==> config.mk <==
export PLATFORM = sky130hd
export DESIGN_NAME = cdfl_ctrl
export DESIGN_NICKNAME = d
export VERILOG_FILES = /design/src/hdl/chunk_descriptor_free_list_pool_unit_defines.svh /design/src/hdl/cdfl_pkg.sv /design/src/hdl/cdfl_ctrl.sv
export SDC_FILE = /design/constraint.sdc
export NUM_CORES = 1
export LEC_CHECK = 0
export CAP_MARGIN = 10
export CORE_AREA = 3 3 40 42
export CTS_CLUSTER_DIAMETER = 100
export CTS_CLUSTER_SIZE = 25
export DETAILED_ROUTE_END_ITERATION = 8
export DIE_AREA = 0 0 43 45
export DONT_BUFFER_PORTS = 1
export GPL_TIMING_DRIVEN = 0
export PLACE_DENSITY = 0.31
export SLEW_MARGIN = 20
export SYNTH_ARGS = -nofsm -noshare
export SYNTH_HDL_FRONTEND = slang
export SYNTH_SLANG_ARGS = --single-unit
==> constraint.sdc <==
create_clock -name clk -period 1.2 [get_ports clk]
set_input_delay 0.24 -clock clk [delete_from_list [all_inputs] [get_ports clk]]
set_output_delay 0.24 -clock clk [all_outputs]
set_load 0.05 [all_outputs]
==> src/hdl/chunk_descriptor_free_list_pool_unit_defines.svh <==
// Assertion macros for the descriptor pool unit.
// Needs a clk and an arst_n in the scope of use.
`ifndef CHUNK_DESCRIPTOR_FREE_LIST_POOL_UNIT_DEFINES_SVH
`define CHUNK_DESCRIPTOR_FREE_LIST_POOL_UNIT_DEFINES_SVH

// same-cycle implication
`define CDFL_ASSERT_NOW(lbl, ante, cons) \
	lbl: assert property (@(posedge clk) disable iff (!arst_n) (ante) |-> (cons)) \
		else $error("descriptor pool assertion failed");

// next-cycle implication
`define CDFL_ASSERT_NEXT(lbl, ante, cons) \
	lbl: assert property (@(posedge clk) disable iff (!arst_n) (ante) |=> (cons)) \
		else $error("descriptor pool assertion failed");

`endif

==> src/hdl/cdfl_pkg.sv <==
// Package for the descriptor pool: codes, record and control types.
// No dependencies.
package cdfl_pkg;

	localparam int DEF_CAPACITY = 32;

	localparam logic [2:0] CMD_ACQUIRE = 3'd0;
	localparam logic [2:0] CMD_RELEASE = 3'd1;
	localparam logic [2:0] CMD_CLEAR   = 3'd2;
	localparam logic [2:0] CMD_READ    = 3'd3;
	localparam logic [2:0] CMD_SET     = 3'd4;

	localparam logic [2:0] STS_OK         = 3'd0;
	localparam logic [2:0] STS_ZERO_XFER  = 3'd1;
	localparam logic [2:0] STS_NO_DATA    = 3'd2;
	localparam logic [2:0] STS_NO_LEASE   = 3'd3;
	localparam logic [2:0] STS_EXHAUSTED  = 3'd4;
	localparam logic [2:0] STS_NOT_ACTIVE = 3'd5;

	typedef enum logic [1:0] {
		S_CLEAR,
		S_IDLE,
		S_EXEC
	} state_t;

	typedef struct packed {
		logic [63:0] xfer_id;
		logic [63:0] chunk_off;
		logic [31:0] sequence_num;
		logic [7:0]  flags;
		logic [63:0] payload_address;
		logic [31:0] payload_length;
		logic [63:0] lease_token;
		logic [63:0] owner_val;
	} rec_t;

	// controller -> datapath
	typedef struct packed {
		logic take;        // latch request word, issue memory read
		logic exec;        // apply latched command, load response
		logic sweep;       // clear one entry
		logic sweep_init;  // restart sweep at entry 0
	} dp_cmd_t;

	// datapath -> controller
	typedef struct packed {
		logic is_clear;    // incoming word is a clear-all
		logic sweep_last;  // sweep sits on the last entry
		logic out_free;    // response register can load
	} dp_sts_t;

endpackage

==> src/hdl/cdfl_ctrl.sv <==
// Sequencer of the descriptor pool: sweep, idle, execute.
// Depends on cdfl_pkg.
module cdfl_ctrl (
	input  logic              clk,
	input  logic              arst_n,
	input  logic              req_valid,
	input  logic              cfg_we,
	input  cdfl_pkg::dp_sts_t sts,
	output cdfl_pkg::dp_cmd_t cmd,
	output logic              req_ready
);
	import cdfl_pkg::*;

	state_t state_q, state_d;
	logic   reply_q, reply_d;
	logic   take;

	assign take = (state_q == S_IDLE) && req_valid;

	always_comb begin
		state_d = state_q;
		reply_d = reply_q;
		if (cfg_we) begin
			state_d = S_CLEAR;
			reply_d = 1'b0;
		end else begin
			unique case (state_q)
				S_CLEAR: begin
					if (sts.sweep_last) state_d = reply_q ? S_EXEC : S_IDLE;
				end
				S_IDLE: begin
					if (take) begin
						state_d = sts.is_clear ? S_CLEAR : S_EXEC;
						reply_d = sts.is_clear;
					end
				end
				S_EXEC: begin
					if (sts.out_free) begin
						state_d = S_IDLE;
						reply_d = 1'b0;
					end
				end
				default: state_d = S_CLEAR;
			endcase
		end
	end

	always_comb begin
		req_ready      = (state_q == S_IDLE) && !cfg_we;
		cmd.take       = take && !cfg_we;
		cmd.exec       = (state_q == S_EXEC) && sts.out_free && !cfg_we;
		cmd.sweep      = (state_q == S_CLEAR) && !cfg_we;
		cmd.sweep_init = cfg_we || (take && sts.is_clear);
	end

	always_ff @(posedge clk or negedge arst_n) begin
		if (!arst_n) begin
			state_q <= S_CLEAR;
			reply_q <= 1'b0;
		end else begin
			state_q <= state_d;
			reply_q <= reply_d;
		end
	end
endmodule

; Word level (Yosys, flattened, before mapping)
; Index checks and enable logic that the tools add are counted.
[word_totals]
wordCells = 31
register_bits = 3
inputBits = 7
output_inout_bits = 5
[classes]
eq_ne = 5
n_reduce_logical = 13
n_mux = 11
[ops]
columns = operator, count
row1 = 2-bit 2-to-1 mux, 6
row2 = "3-bit != test, second input constant", 3
row3 = 1-bit logical AND, 7
row4 = 2-bit one-hot mux with 3 select lines, 1
row5 = 3-bit AND reduction, 2
row6 = 1-bit 2-to-1 mux, 3
row7 = 3-bit nonzero test, 1
row8 = "2-bit by 1-bit == test with 1-bit output, second input constant", 1
row9 = "2-bit == test, second input constant", 1
row10 = 2-bit logical NOT, 1
row11 = 1-bit one-hot mux with 2 select lines, 1
row12 = 1-bit logical NOT, 1
row13 = 1-bit logical OR, 1

; Depth between registers and ports, before layout
; Gate-level depths: netlist of the first run.
[logic_depth]
word_depth = 5
mapped_depth = 4
mapped_depth_nobuf = 3

; Worst setup path before layout of the first run
; Ideal clock, no wire load.
[synth_timing]
path_kind = flip-flop to output port
from = register state_q[1]
to = output req_ready
setup_slack_ps = -675
stages_incl_launch_ff = 3
path_buffers = 1
t_arrival_ps = 1635
required_ps = 960
path_cell_list = dfrtp_1 -> buf_6 -> nor3b_1
[synth_between]
elab_chain_cells = 2
[synth_rtl]
columns = element, line_no
row1 = start: declaration, cdfl_ctrl.sv:14  ; state_t state_q, state_d;
row2 = start signal: assignment, cdfl_ctrl.sv:61  ; state_q <= state_d;
row3 = 2-bit by 1-bit == test with 1-bit output, cdfl_ctrl.sv:49  ; req_ready = (state_q == S_IDLE) && !cfg_we;
row4 = 1-bit logical AND, cdfl_ctrl.sv:49
row5 = end: declaration, cdfl_ctrl.sv:10  ; output logic req_ready
; No other way between the ends.

; Worst setup path after layout of the first run
; Same ends and word-level chain as after synthesis.

==> flow_metrics.py, run 1 <==
metrics = {
    "routing": {
        "final_antenna_net_count": 0,
        "drt_iter0_drc": 2,
        "dr.pass1.iters": 2,
        "drc": 0,
        "vias_per_cell": 4.58,
        "wl_per_cell_um": 12.8,
        "vias": 238,
        "finalWirelength_um": 666,
    },
    "synthesis": {
        "yosysSeqAreaShare": 0.328,
        "synth_top_area_share": 0.328,
        "synth_ff_type": "dfrtp_1",
        "yosys_warnings": 0,
        "synth-edff-count": 0,
        "post-synth-top-area-cell": "dfrtp_1",
        "ys_async_sr_fraction": 1.00,
        "avgSynthCellArea_sq_um": 9.16,
        "syn_area_sq_um": 229,
        "synth_fp_nets": 32,
        "ys_ff_latch": 3,
        "synth_common_cells": "4 x nor2_1, 4 x nor3_1, 3 x dfrtp_1",
        "synthCells": 25,
        "netlist_top_cells_area": "dfrtp_1 33%, nand3b_4 8.7%, nor3_1 8.7%",
        "synthDistinctLibCells": 17,
    },
    "place": {
        "dpl_worst_slack_ns": -0.0689,
        "portBuffers": 0,
        "dp_hpwl_um": 464,
        "place_congestion": 0.756,
    },
    "setup_path": {
        "crit_path_end_kind": "primary output",
        "r2r-start": "state_q[1]",
        "slowest_delay_ns": 0.50,
        "rrSetupSlack_ns": -0.13,
        "critical_path_peak_fanout": 6,
        "crit_path_cell_trace": "buf_6 > nor3b_4",
        "r2r_cells": 7,
        "worstPathArrival_ns": 1.23,
        "crit_slowest_cell": "nor3b_4",
        "critical_path_required_ns": 0.96,
        "crit_type": "reg2out",
        "start_kind": "flip-flop",
        "timing.rr.end": "state_q[1]",
    },
    "min_path": {
        "min_delay_path_depth": 2,
        "hold_path.class": "in2reg",
        "hold-path-endpoint": "state_q[0]",
        "min_from": "req_valid",
    },
    "final_layout": {
        "final_core_util": 0.319,
        "drive_gt1_frac": 0.622,
        "fin_nets": 45,
        "register_area_sq_um": 75.1,
        "diodes": 0,
        "nFillCells": 147,
        "area_growth_syn_to_layout_pct": 79.2,
        "multiInputGateArea_sq_um": 193,
    },
    "sta": {
        "period_needed_ns": 1.47,
        "setup_violations": 6,
        "period_share": 1.23,
        "relSlewSlack": 0.619,
        "hold_viol_final": 0,
        "timing.fmax_ghz": 0.680,
        "worst_pin_slew_ns": 0.571,
        "rsz0062_at_grt": "true",
        "tns_ns": -1.39,
        "drv_slew": 0,
        "fin_skew_ns": 0.00219,
        "fin_ws_ns": -0.271,
    },
    "clock_tree": {
        "numCtsBuffers": 3,
        "clock_latency_ns": 0.23,
        "cts_tree": "yes",
        "root_buffer": "clkbuf_4",
        "clock_sinks": 3,
        "clk_pin_slew_ns": 0.04,
        "ctsLongestPathBuffers": 2,
        "htreeDepth": 1,
    },
    "grt": {
        "track_usage": 0.0809,
        "overflow": 0,
        "antenna_found_initial": 0,
        "grt_max_degree": 9,
        "grt_pass1_wl_mm": 1.13,
        "grt_pass1_vias": 244,
    },
    "floorplanning": {
        "die_y_um": 45,
        "core_sq_um": 1280,
        "start_util": 0.178,
        "die-area_sq_um": 1940,
        "rows": 13,
        "chipWidth_um": 43,
        "io_pins": 12,
    },
    "flow_run": {
        "cap_violations": 0,
    },
    "power": {
        "ir_worst_vdd_v": 0.000358,
        "power.leakage_nw": 0.184,
        "p_per_area_nw_per_um2": 1080,
    },
    "outcome": {
        "outcome": "finished, violations left",
        "violations": "negative setup slack",
    },
}
## report_power, final
group,leakage (nW),switching [W],internal (W)
logic,0.129,0.0000897,0.0000670
clock network,0.0150,0.0000494,0.000124
registers,0.0404,0.00000384,0.000108
total,0.184,0.000143,0.000300
## sequential cells by signal, indices dropped and copies added (netlist names)
| name | flops |
|---|---|
| state_q | 2 |
| reply_q | 1 |
## kinds of logic after synthesis
family / Yosys count / synth area share
AOI/OAI and AO/OA: 5 / 0.202
and+or+nand+nor: 12 / 0.311
muxes: 1 / 0.0437
buffers and inverters: 4 / 0.115
DFF: 3 / 0.328
## cells in the final DEF (no fill, tap or decap), types with 2 or more instances in the layout
| cell type | Yosys | layout |
|---|---|---|
| buf_4 | 1 | 6 |
| buf_6 | 1 | 3 |
| clkbuf_4 | 0 | 3 |
| dfrtp_1 | 3 | 3 |
| nor2_1 | 4 | 3 |
| nor3_1 | 4 | 2 |
| nor3_4 | 0 | 2 |
## area by class of cell
cell class | count | share of cell area
buffer | 3 | 0.0671
clock buffer | 4 | 0.0640
inverter | 1 | 0.00915
multi-input combinational | 18 | 0.470
sequential | 3 | 0.183
tap | 15 | 0.0457
timing repair buffer | 8 | 0.162
## stage by stage
step	total power [W]	std cells	cell area (sq um)	hold slack (ns)
2_1_floorplan	0.000222	25	275	-0.0556
3_3_place_gp	0.000232	40	294	-0.0555
3_5_place_dp	0.000233	40	294	-0.0555
4_1_cts	0.000450	51	397	0.168
5_1_grt	0.000473	52	410	0.180
6_report	0.000443	52	410	0.176
## layer usage
layer | vias to the layer above | global-route usage | part of all wire
met5 | - | 0 | 0
met4 | 0 | 0.0181 | 0
met3 | 0 | 0.0478 | 0.087
met2 | 9 | 0.120 | 0.45
met1 | 113 | 0.102 | 0.46
li1 | 116 | - | -
## worst max-delay path: cells and delay by family, from the launching register on
kind                   cells  cell delay [ns]
buffers and inverters      1             0.14
AND/OR/NAND/NOR            1             0.50
flip-flops                 1             0.36
## timing repair
action / 4_1_cts / 5_1_grt
hold buffers: 1 / 0
endpoints found under the setup margin: 5 / 7
buffers inserted: 6 / 1
pin swaps: 5 / 1
gates resized for setup: 4 / 1
hold endpoints to repair: 3 / 0
## worst max path at each step
| stage | from | to | slack (ns) |
|---|---|---|---|
| after floorplan | cfg_we | req_ready | -0.02 |
| after global placement | cfg_we | req_ready | -0.06 |
| after detailed placement | state_q[0] | req_ready | -0.07 |
| after CTS | state_q[1] | cmd[2] | -0.29 |
| after global routing | state_q[1] | req_ready | -0.32 |
| final | state_q[1] | req_ready | -0.27 |
No activity file was read; power rests on OpenSTA's default activity.
==> run 2: changes to the inputs <==
- clock period: 1.2 -> 1.59 ns (I/O delays scaled with it)
==> run 2 against run 1 <==
Against the previous run:
- the run now ends clean
- non-clock buffer count shrank 4
- sequential share of layout area rose by 2.5 points
- via count is 7.1% lower
- critical path type unchanged
- critical endpoint unchanged
- largest cell class unchanged
==> flow_metrics.py, run 2 (same netlist as run 1, synthesis figures left out) <==
metrics = {
    "final_layout": {
        "drive_gt1_frac": 0.485,
        "instances_no_fill": 48,
        "largest_reg_flops": 2,
        "largestRegisters": "state_q x2, reply_q x1",
        "fin_nets": 41,
        "final_cell_mix": "3 x nor2_1, 3 x clkbuf_4, 3 x buf_4, 3 x dfrtp_1",
        "nFillCells": 142,
        "regMostFlops": "state_q",
        "area_growth_syn_to_layout_pct": 57.9,
        "diodes": 0,
    },
    "setup_path": {
        "timing.rr.end": "state_q[1]",
        "cp_num_buf_inv": 1,
        "start_kind": "flip-flop",
        "crit_path_cell_trace": "buf_6 > nor3b_4",
        "crit_type": "reg2out",
        "setup.worst_path.end": "req_ready",
        "rrSetupSlack_ns": 0.42,
        "r2r-start": "state_q[1]",
        "worstPathArrival_ns": 1.26,
        "critical_path_required_ns": 1.27,
        "slowest_delay_ns": 0.52,
        "path_delay_family": "simple AND/OR/NAND/NOR gates",
        "crit_slowest_cell": "nor3b_4",
        "critical_path_peak_fanout": 8,
        "crit_path_end_kind": "primary output",
        "cp_num_cells": 2,
        "r2r_cells": 5,
        "crit_start": "state_q[1]",
    },
    "routing": {
        "dr.pass1.iters": 1,
        "finalWirelength_um": 585,
        "vias_per_cell": 4.60,
        "wl_per_cell_um": 12.2,
        "drc": 0,
        "final_antenna_net_count": 0,
        "drt_iter0_drc": 0,
        "vias": 221,
    },
    "clock_tree": {
        "clock_latency_ns": 0.23,
        "numCtsBuffers": 3,
        "root_buffer": "clkbuf_4",
        "clk_pin_slew_ns": 0.04,
        "clock_sinks": 3,
        "htreeDepth": 1,
        "cts_tree": "yes",
        "ctsLongestPathBuffers": 2,
    },
    "floorplanning": {
        "io_pins": 12,
        "core_sq_um": 1280,
        "rows": 13,
        "die_y_um": 45,
        "die-area_sq_um": 1940,
        "chipWidth_um": 43,
        "start_util": 0.178,
    },
    "sta": {
        "rsz0062_at_grt": "true",
        "fin_skew_ns": 0.00309,
        "period_share": 0.995,
        "drv_slew": 0,
        "relSlewSlack": 0.549,
        "worst_pin_slew_ns": 0.677,
        "period_needed_ns": 1.58,
        "setup_violations": 0,
        "timing.fmax_ghz": 0.632,
        "tns_ns": 0,
        "hold_viol_final": 0,
    },
    "grt": {
        "grt_pass1_vias": 208,
        "grt_pass1_wl_mm": 1.00,
        "antenna_found_initial": 0,
        "grt_max_degree": 11,
        "track_usage": 0.0693,
        "overflow": 0,
    },
    "outcome": {
        "outcome": "finished, final reports clean",
    },
    "min_path": {
        "min_delay_path_depth": 2,
        "hold_path.class": "in2reg",
    },
    "place": {
        "portBuffers": 0,
        "place_inst": 40,
        "dp_hpwl_um": 441,
        "place_congestion": 0.790,
    },
    "power": {
        "p_comb_frac": 0.317,
        "ir_worst_vdd_v": 0.000157,
        "p_per_area_nw_per_um2": 889,
        "p_switching_w": 0.000107,
        "p_clk_frac": 0.421,
        "power.leakage_nw": 0.151,
        "switching_share": 0.334,
        "total_power_w": 0.000322,
        "p_int_w": 0.000214,
        "pwr-share-seq": 0.262,
    },
    "flow_run": {
        "cap_violations": 0,
    },
}
==> run 2: final cells by class <==
class	instances	area, sq um	share of cell area
Multi-Input combinational cell	18	179	0.495
Buffer	3	26.3	0.0727
Tap cell	15	18.8	0.0519
Clock buffer	4	26.3	0.0727
Timing Repair Buffer	4	32.5	0.0900
Sequential cell	3	75.1	0.208
Inverter	1	3.75	0.0104
==> run 2: what timing repair did <==
action                                 4_1_cts  5_1_grt
hold buffers                                 1        0
pin swaps                                    0        1
gates resized for setup                      4        3
endpoints found under the hold margin        3        0
buffers inserted                             0        3
setup endpoints to repair                    4        3
==> run 2: worst min-delay path by stage <==
stage,from,end
2_1_floorplan,arst_n,reply_q
3_3_place_gp,arst_n,state_q[0]
3_5_place_dp,arst_n,reply_q
4_1_cts,req_valid,state_q[0]
5_1_grt,req_valid,state_q[0]
6_report,req_valid,state_q[0]
==> run 2: metrics by stage <==
step	cell area [sq um]	worst slack, ns	hold slack [ns]	util
after detailed placement	263	-0.0716	0.0225	0.204
after CTS	317	-0.170	0.251	0.246
after global placement	253	-0.427	0.0225	0.197
after global routing	362	-0.0629	0.264	0.281
after floorplan	234	-0.335	0.0224	-
final	362	0.00726	0.252	0.281
==> run 2: per-layer routing <==
metal  global-route usage  vias to the layer above  part of all wire
met4               0.0542                        0             0.029
met2                0.105                       11              0.47
met1               0.0874                      102              0.38
met5                    0                        -                 0
met3               0.0120                        2              0.12
li1                     -                      106                 -
==> run 2: power by group through the flow <==
stage	registers [W]	clock network [W]	logic, W
floorplan	0.0000842	0	0.0000684
global placement	0.0000848	0	0.0000750
detailed placement	0.0000850	0	0.0000777
CTS	0.0000844	0.000139	0.0000878
global route	0.0000848	0.000143	0.000109
finish	0.0000843	0.000135	0.000102
==> run 3: changes to the inputs <==
- CELL_PAD_IN_SITES_DETAIL_PLACEMENT: unset -> 1
- CELL_PAD_IN_SITES_GLOBAL_PLACEMENT: unset -> 1
- PLACE_DENSITY: 0.31 -> 0.38
==> run 3 against run 2 <==
Against the previous run:
- non-clock buffer count stayed put
- hold slack better by 0.012 ns
- setup slack better by 0.012 ns
- clock-buffer cell count stayed put
- global-route usage is 0.49 points higher
- wire length is 6.8% higher
- via count stayed put
- clock skew hardly changed
- maximum frequency is 0.75% higher
- register-to-register slack better by 0.02 ns
- flip-flop and latch count stayed put
- largest cell class unchanged
==> flow_metrics.py, run 3 (same netlist as run 1, synthesis figures left out) <==
metrics = {
    "floorplanning": {
        "core_sq_um": 1280,
        "die_y_um": 45,
        "rows": 13,
        "die-area_sq_um": 1940,
        "chipWidth_um": 43,
        "start_util": 0.178,
        "io_pins": 12,
    },
    "routing": {
        "final_antenna_net_count": 0,
        "met2WireLength_um": 308,
        "finalWirelength_um": 625,
        "dr.max_layer_used": "met3",
        "wl_per_cell_um": 13.0,
        "vias": 221,
        "vias_per_cell": 4.60,
        "dr.pass1.iters": 2,
        "drt-met1-wl_um": 263,
        "wl_met3_um": 53,
        "drt_iter0_drc": 2,
        "drc": 0,
    },
    "sta": {
        "worst_pin_slew_ns": 0.669,
        "period_needed_ns": 1.57,
        "fin_skew_ns": 0.00343,
        "relSlewSlack": 0.554,
        "hold_viol_final": 0,
        "setup_violations": 0,
        "tns_ns": 0,
        "timing.fmax_ghz": 0.637,
        "drv_slew": 0,
        "period_share": 0.988,
        "rsz0062_at_grt": "true",
    },
    "setup_path": {
        "worstPathArrival_ns": 1.25,
        "crit_path_end_kind": "primary output",
        "setup.worst_path.end": "cmd[2]",
        "crit_type": "reg2out",
        "start_kind": "flip-flop",
        "r2r-start": "state_q[1]",
        "critical_path_peak_fanout": 8,
        "timing.rr.end": "state_q[0]",
        "r2r_cells": 4,
        "crit_start": "state_q[1]",
        "critical_path_required_ns": 1.27,
        "rrSetupSlack_ns": 0.44,
    },
    "clock_tree": {
        "ctsLongestPathBuffers": 2,
        "clk_pin_slew_ns": 0.04,
        "root_buffer": "clkbuf_4",
        "clock_sinks": 3,
        "htreeDepth": 1,
        "clock_latency_ns": 0.23,
        "numCtsBuffers": 3,
        "cts_tree": "yes",
    },
    "power": {
        "total_power_w": 0.000328,
        "power.leakage_nw": 0.164,
        "p_per_area_nw_per_um2": 882,
        "ir_worst_vdd_v": 0.000152,
    },
    "outcome": {
        "outcome": "finished, final reports clean",
    },
    "final_layout": {
        "largest_reg_flops": 2,
        "fin_nets": 41,
        "final_cell_mix": "3 x nor2_1, 3 x clkbuf_4, 3 x dfrtp_1",
        "regMostFlops": "state_q",
        "largestRegisters": "state_q x2, reply_q x1",
        "diodes": 0,
        "drive_gt1_frac": 0.515,
        "area_growth_syn_to_layout_pct": 62.3,
    },
    "flow_run": {
        "cap_violations": 0,
    },
    "min_path": {
        "hold_path.class": "in2reg",
    },
    "grt": {
        "grt_pass1_wl_mm": 1.00,
        "antenna_found_initial": 0,
        "grt_pass1_vias": 225,
        "overflow": 0,
        "grt_max_degree": 11,
        "track_usage": 0.0742,
    },
    "place": {
        "dp_hpwl_um": 461,
        "portBuffers": 0,
        "place_congestion": 0.659,
    },
}
run 3: cell type report:
| class | count | area (sq um) |
|---|---|---|
| flip-flops and latches | 3 | 75.1 |
| well taps | 15 | 18.8 |
| multi-input cells | 18 | 176 |
| plain buffers | 3 | 26.3 |
| inverters | 1 | 3.75 |
| repair buffers | 4 | 45.0 |
| fillers | 146 | 913 |
| clock buffers | 4 | 26.3 |
run 3: power by group:
part | total, W | internal, W | switching [W] | leakage, nW
clock | 0.000132 | 0.0000940 | 0.0000385 | 0.0150
sequential | 0.0000843 | 0.0000816 | 0.00000270 | 0.0404
combinational | 0.000111 | 0.0000456 | 0.0000653 | 0.108
run 3: worst min path at each step:
stage	cells after the start	endpoint	from	slack, ns
floorplan	0	reply_q	arst_n	0.02
CTS	2	state_q[0]	req_valid	0.26
global route	2	state_q[0]	req_valid	0.26
global placement	0	state_q[1]	arst_n	0.02
detailed placement	0	state_q[0]	arst_n	0.02
finish	2	state_q[0]	req_valid	0.26
run 3: metal layers:
metal,vias up,track usage
met2,8,0.0928
met4,0,0.0723
met1,106,0.0847
met3,0,0.0438
met5,-,0
li1,107,-
run 3: what timing repair did:
item	in CTS	in global routing
gates resized for setup	2	6
setup buffers	0	3
hold buffers	1	0
pin swaps	0	2
hold endpoints to repair	3	0
setup endpoints to repair	4	3
run 3: per-stage QoR:
step                      std cells   util  hold slack (ns)  worst slack [ns]  area, sq um
after global placement           40  0.197           0.0225            -0.422          253
after detailed placement         40  0.204           0.0225           -0.0690          263
after floorplan                  25      -           0.0224            -0.335          234
after CTS                        45  0.239            0.255            -0.191          307
final                            48  0.289            0.264            0.0190          372
after global routing             48  0.289            0.264           -0.0348          372
run 3: worst max-delay path: stages (launching register included):
cell and delay [ns]:
dfrtp_1 0.33, buf_6 0.16, nand2_4 0.07, nor3_4 0.47
